**config.mk**
```make
export PLATFORM = sky130hd
export DESIGN_NAME = integer_to_ascii_formatter
export DESIGN_NICKNAME = d
export VERILOG_FILES = /design/src/hw/rtl/intfmt_pkg.sv /design/src/hw/rtl/intfmt_front.sv /design/src/hw/rtl/intfmt_fifo.sv /design/src/hw/rtl/intfmt_back.sv /design/src/hw/rtl/integer_to_ascii_formatter.sv
export VERILOG_INCLUDE_DIRS = /design/src /design/src/hw/rtl
export SDC_FILE = /design/constraint.sdc
export NUM_CORES = 1
export LEC_CHECK = 0
export BUFFER_PORTS_ARGS = -buffer_cell sky130_fd_sc_hd__buf_2
export CORE_MARGIN = 5
export CORE_UTILIZATION = 60
export CTS_BUF_LIST = sky130_fd_sc_hd__clkbuf_4
export DETAILED_ROUTE_END_ITERATION = 8
export PLACE_DENSITY_LB_ADDON = 0.3
export SKIP_LAST_GASP = 1
export SLEW_MARGIN = 20
export SYNTH_ARGS = -nofsm -noshare
export SYNTH_HDL_FRONTEND = slang
export SYNTH_SLANG_ARGS = --single-unit
export TNS_END_PERCENT = 10
```
**constraint.sdc**
```tcl
create_clock -name clk -period 3.6 [get_ports clk]
set_clock_uncertainty 0.15 [all_clocks]
set_input_delay 0.36 -clock clk [delete_from_list [all_inputs] [get_ports clk]]
set_output_delay 0.36 -clock clk [all_outputs]
set_load 0.01 [all_outputs]
```
**src/hw/rtl/integer_to_ascii_formatter_assert.svh**
```systemverilog
// assertion macros used by the formatter top level
`ifndef INTEGER_TO_ASCII_FORMATTER_ASSERT_SVH
`define INTEGER_TO_ASCII_FORMATTER_ASSERT_SVH

`ifndef ASSERT_OFF
// antecedent implies consequent in the same cycle
`define INTFMT_ASSERT_IMP(lbl, clk, rst_n, ante, cons, msg) \
    lbl: assert property (@(posedge clk) disable iff (!rst_n) (ante) |-> (cons)) \
        else $error(msg);
// condition must never hold
`define INTFMT_ASSERT_NEVER(lbl, clk, rst_n, cond, msg) \
    lbl: assert property (@(posedge clk) disable iff (!rst_n) !(cond)) \
        else $error(msg);
`else
`define INTFMT_ASSERT_IMP(lbl, clk, rst_n, ante, cons, msg)
`define INTFMT_ASSERT_NEVER(lbl, clk, rst_n, cond, msg)
`endif

`endif

```
**src/hw/rtl/intfmt_pkg.sv**
```systemverilog
// types, codes and tables of the integer to ascii formatter
package intfmt_pkg;

    localparam int VALUE_WIDTH     = 32;
    localparam int DEF_QUEUE_DEPTH = 2;

    // mode codes
    localparam logic [2:0] MODE_DEC  = 3'd0;
    localparam logic [2:0] MODE_BIN  = 3'd1;
    localparam logic [2:0] MODE_QUAT = 3'd2;
    localparam logic [2:0] MODE_OCT  = 3'd3;
    localparam logic [2:0] MODE_HEX  = 3'd4;

    // digit width in bits of the hex radix
    localparam logic [2:0] HEX_BITS = 3'd4;

    localparam logic [6:0] CHAR_SEP = 7'h5f;

    localparam logic [6:0] DIGIT_CHARS [16] = '{
        7'h30, 7'h31, 7'h32, 7'h33, 7'h34, 7'h35, 7'h36, 7'h37,
        7'h38, 7'h39, 7'h61, 7'h62, 7'h63, 7'h64, 7'h65, 7'h66
    };

    typedef struct packed {
        logic [VALUE_WIDTH-1:0] value;
        logic [2:0]             mode;
    } req_t;

    typedef struct packed {
        logic [6:0] character;
        logic       last;
    } rsp_t;

    // classified job handed from front to back
    typedef struct packed {
        logic [VALUE_WIDTH-1:0] value;
        logic                   is_dec;
        logic [2:0]             bits;
    } job_t;

    typedef struct packed {
        logic full;
        logic empty;
    } fifo_status_t;

endpackage

```
**src/hw/rtl/intfmt_front.sv**
```systemverilog
// front stage: takes request beats and classifies the mode
module intfmt_front
    import intfmt_pkg::*;
(
    input  logic clk,
    input  logic rst_n,
    input  logic req_valid,
    output logic req_ready,
    input  req_t req,
    output logic job_valid,
    input  logic job_ready,
    output job_t job
);

    logic valid_reg, valid_next;
    job_t job_reg, job_next;
    job_t cls;

    always_comb
    begin
        cls.value  = req.value;
        cls.is_dec = (req.mode == MODE_DEC);
        if (req.mode > MODE_HEX)
        begin
            cls.bits = HEX_BITS;
        end
        else if (req.mode == MODE_DEC)
        begin
            cls.bits = HEX_BITS;
        end
        else
        begin
            cls.bits = req.mode;
        end
    end

    assign req_ready = !valid_reg || job_ready;

    always_comb
    begin
        valid_next = valid_reg;
        job_next   = job_reg;
        if (valid_reg && job_ready)
        begin
            valid_next = 1'b0;
        end
        if (req_valid && req_ready)
        begin
            valid_next = 1'b1;
            job_next   = cls;
        end
    end

    always_ff @(posedge clk or negedge rst_n)
    begin
        if (!rst_n)
        begin
            valid_reg <= 1'b0;
        end
        else
        begin
            valid_reg <= valid_next;
        end
    end

    always_ff @(posedge clk)
    begin
        job_reg <= job_next;
    end

    assign job_valid = valid_reg;
    assign job       = job_reg;

endmodule

```
**src/hw/rtl/intfmt_fifo.sv**
```systemverilog
// short job queue between front and back
module intfmt_fifo
    import intfmt_pkg::*;
#(
    parameter int DEPTH = DEF_QUEUE_DEPTH
)
(
    input  logic         clk,
    input  logic         rst_n,
    input  logic         push_valid,
    output logic         push_ready,
    input  job_t         push_job,
    output logic         pop_valid,
    input  logic         pop_ready,
    output job_t         pop_job,
    output fifo_status_t status
);

    localparam int PW = (DEPTH > 1) ? $clog2(DEPTH) : 1;
    localparam int CW = $clog2(DEPTH + 1);

    job_t          mem [DEPTH];
    logic [PW-1:0] wr_ptr_reg, wr_ptr_next;
    logic [PW-1:0] rd_ptr_reg, rd_ptr_next;
    logic [CW-1:0] count_reg, count_next;
    logic          push, pop;

    assign status.full  = (count_reg == CW'(DEPTH));
    assign status.empty = (count_reg == '0);
    assign push_ready   = !status.full;
    assign pop_valid    = !status.empty;
    assign pop_job      = mem[rd_ptr_reg];
    assign push         = push_valid && push_ready;
    assign pop          = pop_valid && pop_ready;

    always_comb
    begin
        wr_ptr_next = wr_ptr_reg;
        rd_ptr_next = rd_ptr_reg;
        count_next  = count_reg;
        if (push)
        begin
            wr_ptr_next = (wr_ptr_reg == PW'(DEPTH - 1)) ? '0 : wr_ptr_reg + 1'b1;
        end
        if (pop)
        begin
            rd_ptr_next = (rd_ptr_reg == PW'(DEPTH - 1)) ? '0 : rd_ptr_reg + 1'b1;
        end
        if (push && !pop)
        begin
            count_next = count_reg + 1'b1;
        end
        else if (pop && !push)
        begin
            count_next = count_reg - 1'b1;
        end
    end

    always_ff @(posedge clk or negedge rst_n)
    begin
        if (!rst_n)
        begin
            wr_ptr_reg <= '0;
            rd_ptr_reg <= '0;
            count_reg  <= '0;
        end
        else
        begin
            wr_ptr_reg <= wr_ptr_next;
            rd_ptr_reg <= rd_ptr_next;
            count_reg  <= count_next;
        end
    end

    always_ff @(posedge clk)
    begin
        if (push)
        begin
            mem[wr_ptr_reg] <= push_job;
        end
    end

endmodule

```
**src/hw/rtl/intfmt_back.sv**
```systemverilog
// back stage: decimal conversion and character emission
module intfmt_back
    import intfmt_pkg::*;
(
    input  logic clk,
    input  logic rst_n,
    input  logic job_valid,
    output logic job_ready,
    input  job_t job,
    output logic rsp_valid,
    input  logic rsp_ready,
    output rsp_t rsp
);

    localparam int W        = VALUE_WIDTH;
    localparam int PADW     = ((W + 11) / 12) * 12;
    localparam int DEC_DIG  = (W * 30103) / 100000 + 1;
    localparam int DEC_BITS = DEC_DIG * 4;
    localparam int SW       = (PADW > DEC_BITS) ? PADW : DEC_BITS;
    localparam int POSW     = $clog2(PADW + 1);
    localparam int CW       = $clog2(W);

    typedef enum logic [1:0] {S_IDLE, S_DABBLE, S_EMIT} state_t;

    state_t              state_reg, state_next;
    logic [W-1:0]        bin_reg, bin_next;
    logic [DEC_BITS-1:0] bcd_reg, bcd_next, bcd_adj;
    logic [SW-1:0]       sreg_reg, sreg_next, sreg_shift;
    logic [POSW-1:0]     pos_reg, pos_next, pos_init;
    logic [CW-1:0]       cnt_reg, cnt_next;
    logic [2:0]          bits_reg, bits_next;
    logic                is_dec_reg, is_dec_next;
    logic                started_reg, started_next;
    logic                sep_done_reg, sep_done_next;
    logic                out_valid_reg, out_valid_next;
    rsp_t                out_reg, out_next;
    logic [3:0]          digit;
    logic                advance;

    // add-3 adjust ahead of each shift
    always_comb
    begin
        for (int i = 0; i < DEC_DIG; i++)
        begin
            bcd_adj[i*4 +: 4] = (bcd_reg[i*4 +: 4] >= 4'd5) ?
                                bcd_reg[i*4 +: 4] + 4'd3 : bcd_reg[i*4 +: 4];
        end
    end

    always_comb
    begin
        case (bits_reg)
            3'd1:    digit = {3'b000, sreg_reg[SW-1]};
            3'd2:    digit = {2'b00, sreg_reg[SW-1 -: 2]};
            3'd3:    digit = {1'b0, sreg_reg[SW-1 -: 3]};
            default: digit = sreg_reg[SW-1 -: 4];
        endcase
        case (bits_reg)
            3'd1:    sreg_shift = sreg_reg << 1;
            3'd2:    sreg_shift = sreg_reg << 2;
            3'd3:    sreg_shift = sreg_reg << 3;
            default: sreg_shift = sreg_reg << 4;
        endcase
        case (job.bits)
            3'd1:    pos_init = POSW'(PADW);
            3'd2:    pos_init = POSW'(PADW / 2);
            3'd3:    pos_init = POSW'(PADW / 3);
            default: pos_init = POSW'(PADW / 4);
        endcase
    end

    assign advance   = !out_valid_reg || rsp_ready;
    assign job_ready = (state_reg == S_IDLE);

    always_comb
    begin
        state_next     = state_reg;
        bin_next       = bin_reg;
        bcd_next       = bcd_reg;
        sreg_next      = sreg_reg;
        pos_next       = pos_reg;
        cnt_next       = cnt_reg;
        bits_next      = bits_reg;
        is_dec_next    = is_dec_reg;
        started_next   = started_reg;
        sep_done_next  = sep_done_reg;
        out_next       = out_reg;
        out_valid_next = out_valid_reg && !rsp_ready;

        case (state_reg)
            S_IDLE:
            begin
                if (job_valid)
                begin
                    is_dec_next   = job.is_dec;
                    bits_next     = job.bits;
                    started_next  = 1'b0;
                    sep_done_next = 1'b0;
                    if (job.is_dec)
                    begin
                        bin_next   = job.value;
                        bcd_next   = '0;
                        cnt_next   = '0;
                        state_next = S_DABBLE;
                    end
                    else
                    begin
                        sreg_next  = SW'(job.value) << (SW - PADW);
                        pos_next   = pos_init;
                        state_next = S_EMIT;
                    end
                end
            end
            S_DABBLE:
            begin
                bcd_next = {bcd_adj[DEC_BITS-2:0], bin_reg[W-1]};
                bin_next = bin_reg << 1;
                cnt_next = cnt_reg + 1'b1;
                if (cnt_reg == CW'(W - 1))
                begin
                    sreg_next  = SW'(bcd_next) << (SW - DEC_BITS);
                    pos_next   = POSW'(DEC_DIG);
                    state_next = S_EMIT;
                end
            end
            S_EMIT:
            begin
                if (advance)
                begin
                    if (!started_reg && digit == 4'd0 && pos_reg != POSW'(1))
                    begin
                        // leading zero
                        sreg_next = sreg_shift;
                        pos_next  = pos_reg - 1'b1;
                    end
                    else if (!is_dec_reg && started_reg && !sep_done_reg &&
                             pos_reg == POSW'(4))
                    begin
                        out_next.character = CHAR_SEP;
                        out_next.last      = 1'b0;
                        out_valid_next     = 1'b1;
                        sep_done_next      = 1'b1;
                    end
                    else
                    begin
                        out_next.character = DIGIT_CHARS[digit];
                        out_next.last      = (pos_reg == POSW'(1));
                        out_valid_next     = 1'b1;
                        started_next       = 1'b1;
                        sreg_next          = sreg_shift;
                        pos_next           = pos_reg - 1'b1;
                        if (pos_reg == POSW'(1))
                        begin
                            state_next = S_IDLE;
                        end
                    end
                end
            end
            default:
            begin
                state_next = S_IDLE;
            end
        endcase
    end

    always_ff @(posedge clk or negedge rst_n)
    begin
        if (!rst_n)
        begin
            state_reg     <= S_IDLE;
            out_valid_reg <= 1'b0;
            started_reg   <= 1'b0;
            sep_done_reg  <= 1'b0;
            pos_reg       <= '0;
            cnt_reg       <= '0;
            is_dec_reg    <= 1'b0;
            bits_reg      <= HEX_BITS;
            bin_reg       <= '0;
            bcd_reg       <= '0;
            sreg_reg      <= '0;
            out_reg       <= '0;
        end
        else
        begin
            state_reg     <= state_next;
            out_valid_reg <= out_valid_next;
            started_reg   <= started_next;
            sep_done_reg  <= sep_done_next;
            pos_reg       <= pos_next;
            cnt_reg       <= cnt_next;
            is_dec_reg    <= is_dec_next;
            bits_reg      <= bits_next;
            bin_reg       <= bin_next;
            bcd_reg       <= bcd_next;
            sreg_reg      <= sreg_next;
            out_reg       <= out_next;
        end
    end

    assign rsp_valid = out_valid_reg;
    assign rsp       = out_reg;

endmodule

```
**src/hw/rtl/integer_to_ascii_formatter.sv**
```systemverilog
// top level of the integer to ascii formatter
// Formats one unsigned number per request beat as ascii text, sent one
// character per response beat, most significant character first, with
// last set on the final character. Mode 0 is decimal, modes 1 to 4 are
// radix 2, 4, 8 and 16, higher codes act as hex; letters are lower case,
// zero gives a single "0", and the power-of-two radices put one underscore
// between the fourth and fifth digit from the right when there are more
// than four digits. The back end handles one number at a time.
// A power-of-two number is loaded, then the scan walks every digit
// position of the value padded to a multiple of twelve bits (36 bits for a
// 32-bit value, so 36 positions in binary, 9 in hex), leading zeros
// included, and the underscore besides. A decimal number first runs
// through a shift-and-add-3 converter, one value bit per cycle, then
// walks 10 digit positions. The conversion and the scan over digit
// positions bound the rate; a stalled response beat holds the scan.
// A two-entry job queue and a front register let requests be taken
// while the back end is still emitting.
`include "integer_to_ascii_formatter_assert.svh"

module integer_to_ascii_formatter
    import intfmt_pkg::*;
#(
    parameter int QUEUE_DEPTH = DEF_QUEUE_DEPTH
)
(
    input  logic clk,
    input  logic rst_n,
    input  logic req_valid,
    output logic req_ready,
    input  req_t req,
    output logic rsp_valid,
    input  logic rsp_ready,
    output rsp_t rsp
);

    // front to queue
    logic         fr_valid;
    logic         fr_ready;
    job_t         fr_job;
    // queue to back end
    logic         bk_valid;
    logic         bk_ready;
    job_t         bk_job;
    fifo_status_t fifo_stat;

    // accepts request beats and classifies the mode
    intfmt_front u_front (
        .clk       (clk),
        .rst_n     (rst_n),
        .req_valid (req_valid),
        .req_ready (req_ready),
        .req       (req),
        .job_valid (fr_valid),
        .job_ready (fr_ready),
        .job       (fr_job)
    );

    // decouples the front from the long-running back end
    intfmt_fifo #(
        .DEPTH (QUEUE_DEPTH)
    ) u_fifo (
        .clk        (clk),
        .rst_n      (rst_n),
        .push_valid (fr_valid),
        .push_ready (fr_ready),
        .push_job   (fr_job),
        .pop_valid  (bk_valid),
        .pop_ready  (bk_ready),
        .pop_job    (bk_job),
        .status     (fifo_stat)
    );

    // converts and emits characters through its output register
    intfmt_back u_back (
        .clk       (clk),
        .rst_n     (rst_n),
        .job_valid (bk_valid),
        .job_ready (bk_ready),
        .job       (bk_job),
        .rsp_valid (rsp_valid),
        .rsp_ready (rsp_ready),
        .rsp       (rsp)
    );

    // request side only stalls when the queue is backed up
    `INTFMT_ASSERT_IMP(a_stall_needs_full, clk, rst_n, !req_ready, fifo_stat.full, "request stalled with room in the queue")
    // queue status flags are exclusive
    `INTFMT_ASSERT_NEVER(a_fifo_flags, clk, rst_n, fifo_stat.full && fifo_stat.empty, "queue full and empty at once")
    // text never ends on the separator
    `INTFMT_ASSERT_NEVER(a_sep_not_last, clk, rst_n, rsp_valid && rsp.last && (rsp.character == CHAR_SEP), "separator flagged as last character")

endmodule

```
==> flow_summary.ini <==
[placed_design]
pre_cts_slack_ns = 0.7094
port_buffers = 48
post-dp-hpwl_mm = 16.74
gp_routability_congestion = 0.8272
number_of_placed_instances_taps_included = 1430
detailed_place.area_um2 = 13210

[cells_and_area]
area_growth_syn_to_layout_pct = 12.36
count_of_filler_cells_inserted_in_the_layout = 1466
final_cell_mix = dfrtp_1 (143), nand2_1 (117), edfxtp_1 (108)
layoutNonFillerInstCount = 1581
largest_register_ff_count = 72
post-route-cell-area_um2 = 14370
share_of_the_core_filled_with_cells_pct = 68.34
final_layout_size_suffix_gt1_share_pct = 17.24
nNetsFinal = 1328
layout.cells.most_common = dfrtp_1

[setup_path]
setup.worst_path.class = flip-flop to flip-flop
timing.critical_path.fanout_max = 41
worst_setup_path_start_kind = flip-flop
critical_path_arrival_ns = 3.30
type_of_destination_of_the_critical_path = flip-flop
worst_ep_required_time_ns = 4.00

[clocking]
clockBufferDepth = 3
tritoncts = yes
clock_sinks = 253
postCtsSetupRepairBufs = 0
cts_root_buf = clkbuf_4
numCtsBuffers = 60
worst_setup_hold_path_clk_slew_ns = 0.06
ctsHtreeMaxLevel = 2
clock_latency_ns = 0.68

[yosys]
ys_ff_latch = 253
syn_nets = 1237
synth_edf_count = 108
syn-instance-count = 1164
postSynth.topFlopCell = dfrtp_1
yosys.cell_types.count = 55
syn-cell-area_um2 = 12780
seq_area_frac_synth_pct = 53.76
synth_async_sr_flop_share_pct = 57.31
yosys_warning_count = 0
synth.avg_cell_area_um2 = 10.98

[route]
drt_first_pass_iters = 5
post_drt_via_cell_ratio = 5.820
remaining_drc_errors = 0
wl_per_cell_um = 16.97
detailroute.via_count = 9202
drtIter0Drc = 703
ant_nets = 0
totalWireLength_mm = 26.82

[floorplan]
core-area_um2 = 21020
die_footprint_um2 = 24330
rows = 53
die_h_um = 156.0
num_io_pins = 49
floorplan.initialDensity_pct = 60.82
floorplan.die.width_um = 156.0

[timing]
clock.fmax_ghz = 0.3446
worst_pin_slew_ns = 1.028
final_setup_viols = 0
postLayoutSetupSlackWorst_ns = 0.6983
setup_repair_after_global_routing_missed_its_margin = no
fin_tns_setup_ns = 0
post-route-period-util_pct = 80.60
max-slew-margin-rel_pct = 31.34
slew_violations = 0
hold_violations = 0
finalCriticalPeriod_ns = 2.902

[run]
cap_violations = 0

[power]
total_leakage_power_nw = 6.101
cellPowerDensity_nw_per_um2 = 868.9
worst_ir_drop_vdd_mv = 0.5908

[global_route]
grt_max_degree = 89
vias_in_the_first_global_route = 9124
grt_util_all_layers_pct = 22.37
grt_overflow_total = 0
grt_first_pass_wirelength_mm = 45.26
antenna_found_initial = 1

[min_path]
min-delay-path-class = primary input to async pin

[status]
run_status = finished, final reports clean
metal layers:
layer / part of all wire (%) / GRT usage, %
met1: 47 / 32.03
met2: 47 / 35.56
met3: 5.2 / 4.466
met4: 1.1 / 5.502
met5: 0 / 0
per-stage QoR:
step | hold slack (ns) | power (mW)
4_1_cts | 0.1789 | 12.50
2_1_floorplan | -0.08559 | 8.987
3_3_place_gp | 0.2724 | 9.966
5_1_grt | 0.2060 | 13.42
3_5_place_dp | 0.2813 | 10.17
6_report | 0.1720 | 12.48
synthesized netlist by cell type (all sizes together), types with 30 or more instances:
| master | instances | share of area [%] |
|---|---|---|
| ha | 34 | 3.3 |
| o221ai | 30 | 2.1 |
| a21oi | 63 | 2.5 |
| nand2b | 31 | 1.5 |
| o21ai | 75 | 2.9 |
| nor2 | 98 | 2.9 |
| a21o | 42 | 2.5 |
| mux2 | 43 | 3.8 |
| dfrtp | 144 | 28 |
| nand2 | 117 | 3.4 |
| clkbuf | 54 | 1.6 |
| inv | 36 | 1.1 |
| edfxtp | 108 | 25 |
| mux2i | 73 | 5.7 |
| a311oi | 32 | 2.2 |
power breakdown:
group / internal [mW] / leakage, nW / switching [mW]
Sequential: 4.01 / 2.84 / 0.641
Clock: 1.15 / 0.452 / 1.12
Combinational: 2.25 / 2.81 / 3.31
Total: 7.41 / 6.10 / 5.07
worst max-delay path: stages, from the launching register on:
cell	delay (ns)
dfstp_2	0.53
buf_4	0.38
nor2_2	0.09
o22ai_1	0.29
ha_1	0.31
or4b_2	0.66
o211ai_1	0.10
a21oi_1	0.09
o22a_1	0.18
area by class of cell:
type                            count  area, um2  share of cell area (%)
Antenna cell                        1      2.502                 0.01742
Clock buffer                       90      675.6                   4.703
Clock inverter                     22      92.59                  0.6445
Inverter                           36      135.1                  0.9407
Multi-Input combinational cell    796       5436                   37.85
Sequential cell                   253       6874                   47.85
Tap cell                          275      344.1                   2.395
Timing Repair Buffer              108      804.5                   5.601
final timing paths:
| path | from | end | slack (ns) | cells past startpoint |
|---|---|---|---|---|
| max | u_back.bits_reg[2] | u_back.rsp[1] | 0.70 | 8 |
| min | rst_n | u_back.rsp[4] | 0.17 | 2 |
| max reg2reg | u_back.bits_reg[2] | u_back.rsp[1] | 0.70 | 8 |
| min reg2reg | u_front.job[12] | u_fifo.mem[0][12] | 0.29 | 0 |
| max in group asynchronous | rst_n | u_back.rsp[0] | 2.32 | 3 |
| min in group clk | req[3] | u_front.job[4] | 0.25 | 2 |
logic make-up (layout without fill, tap and decap cells):
kind of cell             count (synthesis)  in the layout  share of synthesized area [%]
AND/OR/NAND/NOR                        307            307                          10.86
adder cells (fa/ha/maj)                 34             34                          3.327
other                                    0              1                              0
AO/OA/AOI/OAI                          322            322                          17.36
multiplexers                           116            116                          9.503
flip-flops                             253            253                          53.76
XOR/XNOR                                17             17                          1.165
buffers and inverters                  115            256                          4.022
repair_timing:
item,in CTS,in global routing
gates resized for setup,0,0
hold buffers,38,0
endpoints found under the hold margin,122,0
Power figures use the tool's default switching activity.
